**config.mk**
```make
export PLATFORM = sky130hd
export DESIGN_NAME = life_generation_row_engine_unit_flat
export DESIGN_NICKNAME = d
export VERILOG_FILES = /design/src/rtl/lgre_pkg.sv /design/src/rtl/lgre_if.sv /design/src/rtl/lgre_front.sv /design/src/rtl/lgre_queue.sv /design/src/rtl/lgre_back.sv /design/src/rtl/life_generation_row_engine_unit.sv /design/src/flat_wrapper.sv
export SDC_FILE = /design/constraint.sdc
export NUM_CORES = 2
export LEC_CHECK = 0
export BUFFER_PORTS_ARGS = -buffer_cell sky130_fd_sc_hd__buf_4
export CAP_MARGIN = 20
export CORE_AREA = 2 2 297 299
export CTS_BUF_LIST = sky130_fd_sc_hd__clkbuf_8 sky130_fd_sc_hd__clkbuf_16
export DETAILED_ROUTE_END_ITERATION = 8
export DIE_AREA = 0 0 299 301
export PLACE_DENSITY = 0.67
export SKIP_LAST_GASP = 1
export SLEW_MARGIN = 20
export SYNTH_ARGS = -nofsm -noshare
export SYNTH_HDL_FRONTEND = slang
export SYNTH_SLANG_ARGS = --single-unit
```
**constraint.sdc**
```tcl
create_clock -name clk -period 21.6 [get_ports clk]
set_clock_uncertainty 0.05 [all_clocks]
set_input_delay 1.08 -clock clk [delete_from_list [all_inputs] [get_ports clk]]
set_output_delay 1.08 -clock clk [all_outputs]
set_load 0.01 [all_outputs]
```
**src/rtl/lgre_pkg.sv**
```systemverilog
// Shared types, constants and cell-rule helpers for the Life row engine.
package lgre_pkg;

	// Fixed field widths
	localparam int ROW_W    = 64;
	localparam int GRID_W_W = 7;

	// Defaults for top-level parameters
	localparam int MAX_WIDTH_DEF   = 64;
	localparam int QUEUE_DEPTH_DEF = 3;

	// B3/S23 neighbor counts
	localparam int BIRTH_COUNT   = 3;
	localparam int SURVIVE_COUNT = 2;

	typedef logic [ROW_W-1:0]    row_t;
	typedef logic [GRID_W_W-1:0] grid_w_t;

	// Per-entry control passed from front to back
	typedef struct packed {
		logic two;   // entry yields two result rows (bottom of a multi-row grid)
		logic done;  // first result of the entry is the grid bottom
	} ctl_t;

	// Bit j set when cell j lies inside a grid of width w
	function automatic row_t width_mask(input grid_w_t w);
		row_t m;
		for (int j = 0; j < ROW_W; j++) begin
			m[j] = (GRID_W_W'(j) < w);
		end
		return m;
	endfunction

	// Next state of one cell from its 3x3 window, bit 1 of mid is the cell itself
	function automatic logic cell_next(input logic [2:0] up, input logic [2:0] mid,
			input logic [2:0] down);
		logic [3:0] n;
		n = 4'(up[0]) + 4'(up[1]) + 4'(up[2]) + 4'(mid[0]) + 4'(mid[2])
			+ 4'(down[0]) + 4'(down[1]) + 4'(down[2]);
		return (n == 4'(BIRTH_COUNT)) || (mid[1] && (n == 4'(SURVIVE_COUNT)));
	endfunction

endpackage

```
**src/rtl/lgre_if.sv**
```systemverilog
// Channel interfaces: input rows, result rows and the width register write.

interface lgre_row_in_if;
	logic                valid;
	logic                ready;
	logic [lgre_pkg::ROW_W-1:0] row_cells;
	logic                last_row;

	modport source (output valid, output row_cells, output last_row, input ready);
	modport sink   (input valid, input row_cells, input last_row, output ready);
endinterface

interface lgre_row_out_if;
	logic                valid;
	logic                ready;
	logic [lgre_pkg::ROW_W-1:0] next_row_cells;
	logic                grid_done;

	modport source (output valid, output next_row_cells, output grid_done, input ready);
	modport sink   (input valid, input next_row_cells, input grid_done, output ready);
endinterface

interface lgre_cfg_if;
	logic                   valid;
	logic                   ready;
	logic [lgre_pkg::GRID_W_W-1:0] grid_width;

	modport source (output valid, output grid_width, input ready);
	modport sink   (input valid, input grid_width, output ready);
endinterface

```
**src/rtl/lgre_front.sv**
```systemverilog
// Front end: takes row beats, holds the two previous rows, queues work entries.
module lgre_front #(
	parameter int MAX_WIDTH = lgre_pkg::MAX_WIDTH_DEF
) (
	input  logic                 clk,
	input  logic                 arst_n,
	lgre_row_in_if.sink          row_in,
	lgre_cfg_if.sink             cfg,
	input  logic                 push_ready,
	output logic                 push_valid,
	output logic [MAX_WIDTH-1:0] push_up,
	output logic [MAX_WIDTH-1:0] push_mid,
	output logic [MAX_WIDTH-1:0] push_down,
	output lgre_pkg::ctl_t       push_ctl,
	output logic [MAX_WIDTH-1:0] mask
);
	import lgre_pkg::*;

	logic [MAX_WIDTH-1:0] mask_q;
	logic [MAX_WIDTH-1:0] above_q;
	logic [MAX_WIDTH-1:0] middle_q;
	logic                 held_q;
	logic [MAX_WIDTH-1:0] cur;
	row_t                 new_mask;
	logic                 accept;

	// Width register kept as a cell mask, clamped to MAX_WIDTH by truncation
	assign cfg.ready = 1'b1;
	assign new_mask  = width_mask(cfg.grid_width);
	assign mask      = mask_q;

	always_ff @(posedge clk or negedge arst_n) begin
		if (!arst_n) begin
			mask_q <= '1;
		end else if (cfg.valid) begin
			mask_q <= new_mask[MAX_WIDTH-1:0];
		end
	end

	// Accept and classify
	assign row_in.ready = push_ready;
	assign accept       = row_in.valid && push_ready;
	assign cur          = row_in.row_cells[MAX_WIDTH-1:0] & mask_q;
	assign push_valid   = accept && (held_q || row_in.last_row);

	always_comb begin
		if (held_q) begin
			push_up       = above_q;
			push_mid      = middle_q;
			push_down     = cur;
			push_ctl.two  = row_in.last_row;
			push_ctl.done = 1'b0;
		end else begin
			// single-row grid
			push_up       = '0;
			push_mid      = cur;
			push_down     = '0;
			push_ctl.two  = 1'b0;
			push_ctl.done = 1'b1;
		end
	end

	// Row history
	always_ff @(posedge clk or negedge arst_n) begin
		if (!arst_n) begin
			above_q  <= '0;
			middle_q <= '0;
			held_q   <= 1'b0;
		end else if (accept) begin
			if (row_in.last_row) begin
				above_q  <= '0;
				middle_q <= '0;
				held_q   <= 1'b0;
			end else begin
				above_q  <= held_q ? middle_q : '0;
				middle_q <= cur;
				held_q   <= 1'b1;
			end
		end
	end

endmodule

```
**src/rtl/lgre_queue.sv**
```systemverilog
// Small register FIFO between front and back.
module lgre_queue #(
	parameter int DATA_W = 8,
	parameter int DEPTH  = lgre_pkg::QUEUE_DEPTH_DEF
) (
	input  logic              clk,
	input  logic              arst_n,
	input  logic              push,
	input  logic [DATA_W-1:0] push_data,
	output logic              push_ready,
	input  logic              pop,
	output logic              head_valid,
	output logic [DATA_W-1:0] head_data
);
	localparam int PTR_W = (DEPTH > 1) ? $clog2(DEPTH) : 1;
	localparam int CNT_W = $clog2(DEPTH + 1);

	logic [DATA_W-1:0] mem_q [DEPTH];
	logic [PTR_W-1:0]  wr_ptr_q;
	logic [PTR_W-1:0]  rd_ptr_q;
	logic [CNT_W-1:0]  count_q;
	logic              do_push;
	logic              do_pop;

	assign push_ready = (count_q != CNT_W'(DEPTH));
	assign head_valid = (count_q != '0);
	assign head_data  = mem_q[rd_ptr_q];
	assign do_push    = push && push_ready;
	assign do_pop     = pop && head_valid;

	// Entry storage
	always_ff @(posedge clk) begin
		if (do_push) begin
			mem_q[wr_ptr_q] <= push_data;
		end
	end

	// Pointers and fill count
	always_ff @(posedge clk or negedge arst_n) begin
		if (!arst_n) begin
			wr_ptr_q <= '0;
			rd_ptr_q <= '0;
			count_q  <= '0;
		end else begin
			if (do_push) begin
				wr_ptr_q <= (wr_ptr_q == PTR_W'(DEPTH - 1)) ? '0 : wr_ptr_q + 1'b1;
			end
			if (do_pop) begin
				rd_ptr_q <= (rd_ptr_q == PTR_W'(DEPTH - 1)) ? '0 : rd_ptr_q + 1'b1;
			end
			if (do_push && !do_pop) begin
				count_q <= count_q + 1'b1;
			end else if (do_pop && !do_push) begin
				count_q <= count_q - 1'b1;
			end
		end
	end

endmodule

```
**src/rtl/lgre_back.sv**
```systemverilog
// Back end: applies B3/S23 to a queued row window and drives the result register.
module lgre_back #(
	parameter int MAX_WIDTH = lgre_pkg::MAX_WIDTH_DEF
) (
	input  logic                 clk,
	input  logic                 arst_n,
	input  logic                 head_valid,
	input  logic [MAX_WIDTH-1:0] head_up,
	input  logic [MAX_WIDTH-1:0] head_mid,
	input  logic [MAX_WIDTH-1:0] head_down,
	input  lgre_pkg::ctl_t       head_ctl,
	input  logic [MAX_WIDTH-1:0] mask,
	output logic                 pop,
	lgre_row_out_if.source       row_out
);
	import lgre_pkg::*;

	logic                 phase_q;
	logic                 out_valid_q;
	row_t                 out_cells_q;
	logic                 out_done_q;
	logic [MAX_WIDTH+1:0] pad_up;
	logic [MAX_WIDTH+1:0] pad_mid;
	logic [MAX_WIDTH+1:0] pad_down;
	logic [MAX_WIDTH-1:0] nxt;
	logic                 load;

	// Second pass of a bottom entry shifts the window down one row
	always_comb begin
		if (phase_q) begin
			pad_up   = {1'b0, head_mid, 1'b0};
			pad_mid  = {1'b0, head_down, 1'b0};
			pad_down = '0;
		end else begin
			pad_up   = {1'b0, head_up, 1'b0};
			pad_mid  = {1'b0, head_mid, 1'b0};
			pad_down = {1'b0, head_down, 1'b0};
		end
	end

	// One cell per lane, dead border outside the row
	for (genvar j = 0; j < MAX_WIDTH; j++) begin : g_cell
		assign nxt[j] = cell_next(pad_up[j+2:j], pad_mid[j+2:j], pad_down[j+2:j]);
	end

	assign load = head_valid && (!out_valid_q || row_out.ready);
	assign pop  = load && (!head_ctl.two || phase_q);

	// Result register and pass counter
	always_ff @(posedge clk or negedge arst_n) begin
		if (!arst_n) begin
			phase_q     <= 1'b0;
			out_valid_q <= 1'b0;
		end else begin
			if (load) begin
				phase_q     <= head_ctl.two && !phase_q;
				out_valid_q <= 1'b1;
			end else if (row_out.ready) begin
				out_valid_q <= 1'b0;
			end
		end
	end

	always_ff @(posedge clk) begin
		if (load) begin
			out_cells_q <= ROW_W'(nxt & mask);
			out_done_q  <= phase_q || head_ctl.done;
		end
	end

	assign row_out.valid          = out_valid_q;
	assign row_out.next_row_cells = out_cells_q;
	assign row_out.grid_done      = out_done_q;

endmodule

```
**src/rtl/life_generation_row_engine_unit.sv**
```systemverilog
// Top level of the Conway Life (B3/S23) row engine.
// Rows of a grid stream in top to bottom, one beat per row, and the block
// streams out the next generation of the same grid, one beat per row, in
// the same order; grid_done marks the bottom result row. Cells outside
// the grid are dead, with no wrap, and bits at or above the configured
// grid_width (clamped to MAX_WIDTH) are ignored on input and zero on
// output. The first row of a grid gives no result, a middle row gives the
// result for the row above it, and the bottom row gives the last two
// results (one for a single-row grid). An input beat can be taken every
// cycle while the queue has room, and its result passes through the
// queue and the result register. The back end retires one result per cycle
// while row_out is ready; the QUEUE_DEPTH-entry queue absorbs the extra
// result of a bottom row. Write grid_width only while the block is idle.
module life_generation_row_engine_unit #(
	parameter int MAX_WIDTH   = lgre_pkg::MAX_WIDTH_DEF,
	parameter int QUEUE_DEPTH = lgre_pkg::QUEUE_DEPTH_DEF
) (
	input  logic           clk,
	input  logic           arst_n,
	lgre_row_in_if.sink    row_in,
	lgre_row_out_if.source row_out,
	lgre_cfg_if.sink       cfg
);
	import lgre_pkg::*;

	localparam int ENTRY_W = 3 * MAX_WIDTH + $bits(ctl_t);

	logic                 push_valid;
	logic                 push_ready;
	logic [MAX_WIDTH-1:0] push_up;
	logic [MAX_WIDTH-1:0] push_mid;
	logic [MAX_WIDTH-1:0] push_down;
	ctl_t                 push_ctl;
	logic [MAX_WIDTH-1:0] mask;
	logic [ENTRY_W-1:0]   push_entry;
	logic [ENTRY_W-1:0]   head_entry;
	logic                 head_valid;
	logic                 pop;
	logic [MAX_WIDTH-1:0] head_up;
	logic [MAX_WIDTH-1:0] head_mid;
	logic [MAX_WIDTH-1:0] head_down;
	ctl_t                 head_ctl;

	lgre_front #(
		.MAX_WIDTH (MAX_WIDTH)
	) u_front (
		.clk        (clk),
		.arst_n     (arst_n),
		.row_in     (row_in),
		.cfg        (cfg),
		.push_ready (push_ready),
		.push_valid (push_valid),
		.push_up    (push_up),
		.push_mid   (push_mid),
		.push_down  (push_down),
		.push_ctl   (push_ctl),
		.mask       (mask)
	);

	assign push_entry = {push_up, push_mid, push_down, push_ctl};

	lgre_queue #(
		.DATA_W (ENTRY_W),
		.DEPTH  (QUEUE_DEPTH)
	) u_queue (
		.clk        (clk),
		.arst_n     (arst_n),
		.push       (push_valid),
		.push_data  (push_entry),
		.push_ready (push_ready),
		.pop        (pop),
		.head_valid (head_valid),
		.head_data  (head_entry)
	);

	assign {head_up, head_mid, head_down, head_ctl} = head_entry;

	lgre_back #(
		.MAX_WIDTH (MAX_WIDTH)
	) u_back (
		.clk        (clk),
		.arst_n     (arst_n),
		.head_valid (head_valid),
		.head_up    (head_up),
		.head_mid   (head_mid),
		.head_down  (head_down),
		.head_ctl   (head_ctl),
		.mask       (mask),
		.pop        (pop),
		.row_out    (row_out)
	);

endmodule

```
**src/flat_wrapper.sv**
```systemverilog
// flat-port wrapper written by rule: the top's interface ports become plain ports
module life_generation_row_engine_unit_flat import lgre_pkg::*;
#(
	parameter int MAX_WIDTH   = lgre_pkg::MAX_WIDTH_DEF,
	parameter int QUEUE_DEPTH = lgre_pkg::QUEUE_DEPTH_DEF
)
  (clk, arst_n, row_in_valid, row_in_row_cells, row_in_last_row, row_in_ready, row_out_valid, row_out_next_row_cells, row_out_grid_done, row_out_ready, cfg_valid, cfg_grid_width, cfg_ready);
  lgre_row_in_if row_in_i ();
  lgre_row_out_if row_out_i ();
  lgre_cfg_if cfg_i ();
  input  logic clk;
  input  logic arst_n;
  input wire logic [$bits(row_in_i.valid)-1:0] row_in_valid;
  input wire logic [$bits(row_in_i.row_cells)-1:0] row_in_row_cells;
  input wire logic [$bits(row_in_i.last_row)-1:0] row_in_last_row;
  output wire logic [$bits(row_in_i.ready)-1:0] row_in_ready;
  output wire logic [$bits(row_out_i.valid)-1:0] row_out_valid;
  output wire logic [$bits(row_out_i.next_row_cells)-1:0] row_out_next_row_cells;
  output wire logic [$bits(row_out_i.grid_done)-1:0] row_out_grid_done;
  input wire logic [$bits(row_out_i.ready)-1:0] row_out_ready;
  input wire logic [$bits(cfg_i.valid)-1:0] cfg_valid;
  input wire logic [$bits(cfg_i.grid_width)-1:0] cfg_grid_width;
  output wire logic [$bits(cfg_i.ready)-1:0] cfg_ready;
  assign row_in_i.valid = row_in_valid;
  assign row_in_i.row_cells = row_in_row_cells;
  assign row_in_i.last_row = row_in_last_row;
  assign row_in_ready = row_in_i.ready;
  assign row_out_valid = row_out_i.valid;
  assign row_out_next_row_cells = row_out_i.next_row_cells;
  assign row_out_grid_done = row_out_i.grid_done;
  assign row_out_i.ready = row_out_ready;
  assign cfg_i.valid = cfg_valid;
  assign cfg_i.grid_width = cfg_grid_width;
  assign cfg_ready = cfg_i.ready;
  life_generation_row_engine_unit #(.MAX_WIDTH(MAX_WIDTH), .QUEUE_DEPTH(QUEUE_DEPTH)) u_core (.clk(clk), .arst_n(arst_n), .row_in(row_in_i), .row_out(row_out_i), .cfg(cfg_i));
endmodule
```
==> qor.csv <==
stage,metric,value,unit
floorplan,die_w,299,µm
synthesis,syn_inst,3199,
clock_tree,postCtsHoldBufs,0,
worst_hold_path,hold_path.class,primary input to async pin,
grt,antenna_found_initial,10,
synthesis,synth_fa_ha_area_share,16.9,%
cells_and_area,syn2layout_area_growth,11.9,%
floorplan,num_rows,108,
sta,setup_viol_count_final,0,
cells_and_area,fin_util,56.8,%
synthesis,synthTopCellsByArea,"edfxtp_1 (44%), fa_1 (11%), dfrtp_1 (7.8%)",
flow_run,cap_violations,0,
synthesis,synth_area_leader_cell,edfxtp_1,
clock_tree,cts_tree,built,
floorplan,die_area,0.0900,mm²
cells_and_area,final_cell_mix,"edfxtp_1 (647), fa_1 (252), nor2_1 (239), nand2_1 (210), mux2i_1 (200)",
grt,use_met2,39.5,%
sta,max_slew_margin,21.7,%
grt,grt_busiest_layer,met2,
setup_path,cp.required,21.97,ns
placed_design,numPortBuffers,143,
clock_tree,cts_root_buf,clkbuf_16,
setup_path,crit_start,u_core.u_back.phase_q,
floorplan,die_h,301,µm
clock_tree,cts_setup_buffers,0,
floorplan,core-area,0.0865,mm²
synthesis,syn_avg_cell_area,13.7,µm²
clock_tree,ctsHtreeMaxLevel,3,
run_status,status,finished clean,
synthesis,synth-edff-count,647,
cells_and_area,drive_gt1_share,13.0,%
grt,grt-ovfl-total,0,
grt,grt_pass1_vias,28600,
floorplan,start_util,50.8,%
synthesis,ys.flop_type,edfxtp_1,
synthesis,synthXorXnorAreaFrac,0.0599,%
drt,vias,26900,
synthesis,seq_area_frac_synth,55.9,%
synthesis,ys_seq_elements,848,
synthesis,synthMuxAreaShare,8.00,%
clock_tree,clk_latency,0.68,ns
grt,track_usage,23.9,%
setup_path,cp_top_family,adder cells,
setup_path,crit_path_top_delay_cell,dfrtp_4,
drt,routed_via_density,5.93,
synthesis,synth_top_area_share,44.3,%
synthesis,synth.cell_area,0.0439,mm²
clock_tree,clock_path_buffers,3,
sta,final.period_utilization,27.4,%
grt,met3_usage,4.24,%
placed_design,hpwl,66100,µm
setup_path,crit_top_cell,fa_1,
setup_path,startpoint_type,register,
drt,routedWlPerCell,23.4,µm
sta,rsz0062_at_grt,false,
cells_and_area,finalNetCount,3811,
clock_tree,cts_resized,0,
setup_path,r2r-start,u_core.u_back.phase_q,
cells_and_area,final_common_cell,edfxtp_1,
synthesis,syn_nets,3717,
setup_path,path_buf_inv,5,
synthesis,synth_top_family_by_area,adder cells,
synthesis,ys.warnings.count,0,
sta,worst_pin_slew,1.16,ns
sta,setup_tns,0,ns
synthesis,synth-compound-area-share,10.4,%
placed_design,gp_congestion,0.866,
grt,grt_first_pass_wirelength,164000,µm
synthesis,synth_cell_types,49,
sta,finalHoldViolCount,0,
drt,drt_iter0_markers,1934,
clock_tree,clk_pin_slew_worst_paths,0.06,ns
synthesis,synth-async-reset-ratio,23.7,%
clock_tree,cts_sinks,848,
sta,min_period,5.92,ns
synthesis,synthSimpleGateAreaFrac,6.47,%
grt,grtUsageMet1,31.2,%
sta,drv_slew,0,
setup_path,arrival,6.29,ns
clock_tree,cts_buffers,92,
drt,wl,106000,µm
setup_path,cp_max_fo,44,
drt,drc,0,
setup_path,path_class,register to register,
drt,final_antenna_net_count,0,
drt,dr.pass1.iters,8,
sta,fmax,169,MHz
setup_path,critPathCaptureType,register,
grt,grt_max_degree,143,
floorplan,ioPinCount,145,
setup_path,critical_path.max_stage_delay,0.72,ns
setup_path,cp_cell_sequence,inv_4 -> buf_4 -> buf_4 -> mux2i_1 -> fa_1 -> fa_1 -> inv_1 -> fa_1 -> inv_1 -> ha_1 -> fa_1 -> nand3_1 -> o21ai_0 -> o2111a_1,
[cells in the mapped netlist (all sizes together), types with 40 or more instances]
| cell | n |
|---|---|
| edfxtp | 647 |
| nand3 | 65 |
| buf | 69 |
| mux2 | 134 |
| o21ai | 218 |
| a21oi | 154 |
| mux2i | 200 |
| dfstp | 64 |
| o2111a | 61 |
| and2 | 67 |
| o211ai | 77 |
| inv | 61 |
| fa | 252 |
| nand2 | 210 |
| clkbuf | 104 |
| o31ai | 65 |
| dfrtp | 137 |
| nor2 | 239 |
| a22o | 64 |
| nand2b | 40 |
| ha | 189 |
[flip-flops by register name (all words and copies together) (netlist names)]
register and cells:
u_core.u_back.phase_q 1, u_core.u_back.row_out.grid_done 1, u_core.u_back.row_out.next_row_cells 64, u_core.u_back.row_out.valid 1
u_core.u_front.above_q 64, u_core.u_front.held_q 1, u_core.u_front.mask 64, u_core.u_front.middle_q 64
u_core.u_queue.count_q 2, u_core.u_queue.mem_q 582, u_core.u_queue.rd_ptr_q 2, u_core.u_queue.wr_ptr_q 2
[logic make-up after synthesis]
group	after synthesis
compound gates	693
xor+xnor	3
fa+ha+maj	441
buf+inv	234
flops	848
mux	334
other cells	1
simple gates	645
[worst paths after layout]
path	slack (ns)	end	depth (start not counted)
max in group asynchronous	19.49	u_core.u_front.held_q	2
worst max-delay path	15.68	u_core.u_back.row_out.next_row_cells[61]	14
worst min register to register	0.45	u_core.u_front.above_q[49]	1
worst max register to register	15.68	u_core.u_back.row_out.next_row_cells[61]	14
min in group clk	0.45	u_core.u_front.above_q[49]	1
worst min-delay path	0.36	u_core.u_front.middle_q[12]	1
[routing by layer]
| metal | vias to the layer above | share of wire (%) |
|---|---|---|
| li1 | 12100 | - |
| met1 | 13600 | 41 |
| met2 | 860 | 48 |
| met3 | 221 | 6.3 |
| met4 | 10 | 3.9 |
| met5 | - | 0.068 |
[cell type report]
class	count	area [µm²]
Inverter	61	236
Timing Repair Buffer	173	1360
Tap cell	1155	1450
Sequential cell	848	24600
Antenna cell	4	10.0
Clock buffer	104	2500
Fill cell	6920	37400
Clock inverter	69	601
Multi-Input combinational cell	2117	18400
[through the flow]
stage | instances | setup slack (ns) | area (µm²) | hold slack (ns)
2_1_floorplan | 3199 | 4.74 | 43900 | 0.415
3_3_place_gp | 4354 | 15.77 | 46000 | 0.430
3_5_place_dp | 4354 | 15.66 | 46000 | 0.433
4_1_cts | 4527 | 15.66 | 49100 | 0.378
5_1_grt | 4528 | 15.37 | 49100 | 0.414
6_report | 4531 | 15.68 | 49100 | 0.356
Power is left out: the tool's default activity adds up to more than one toggle a clock period on the data nets, which glitch-free logic cannot reach.
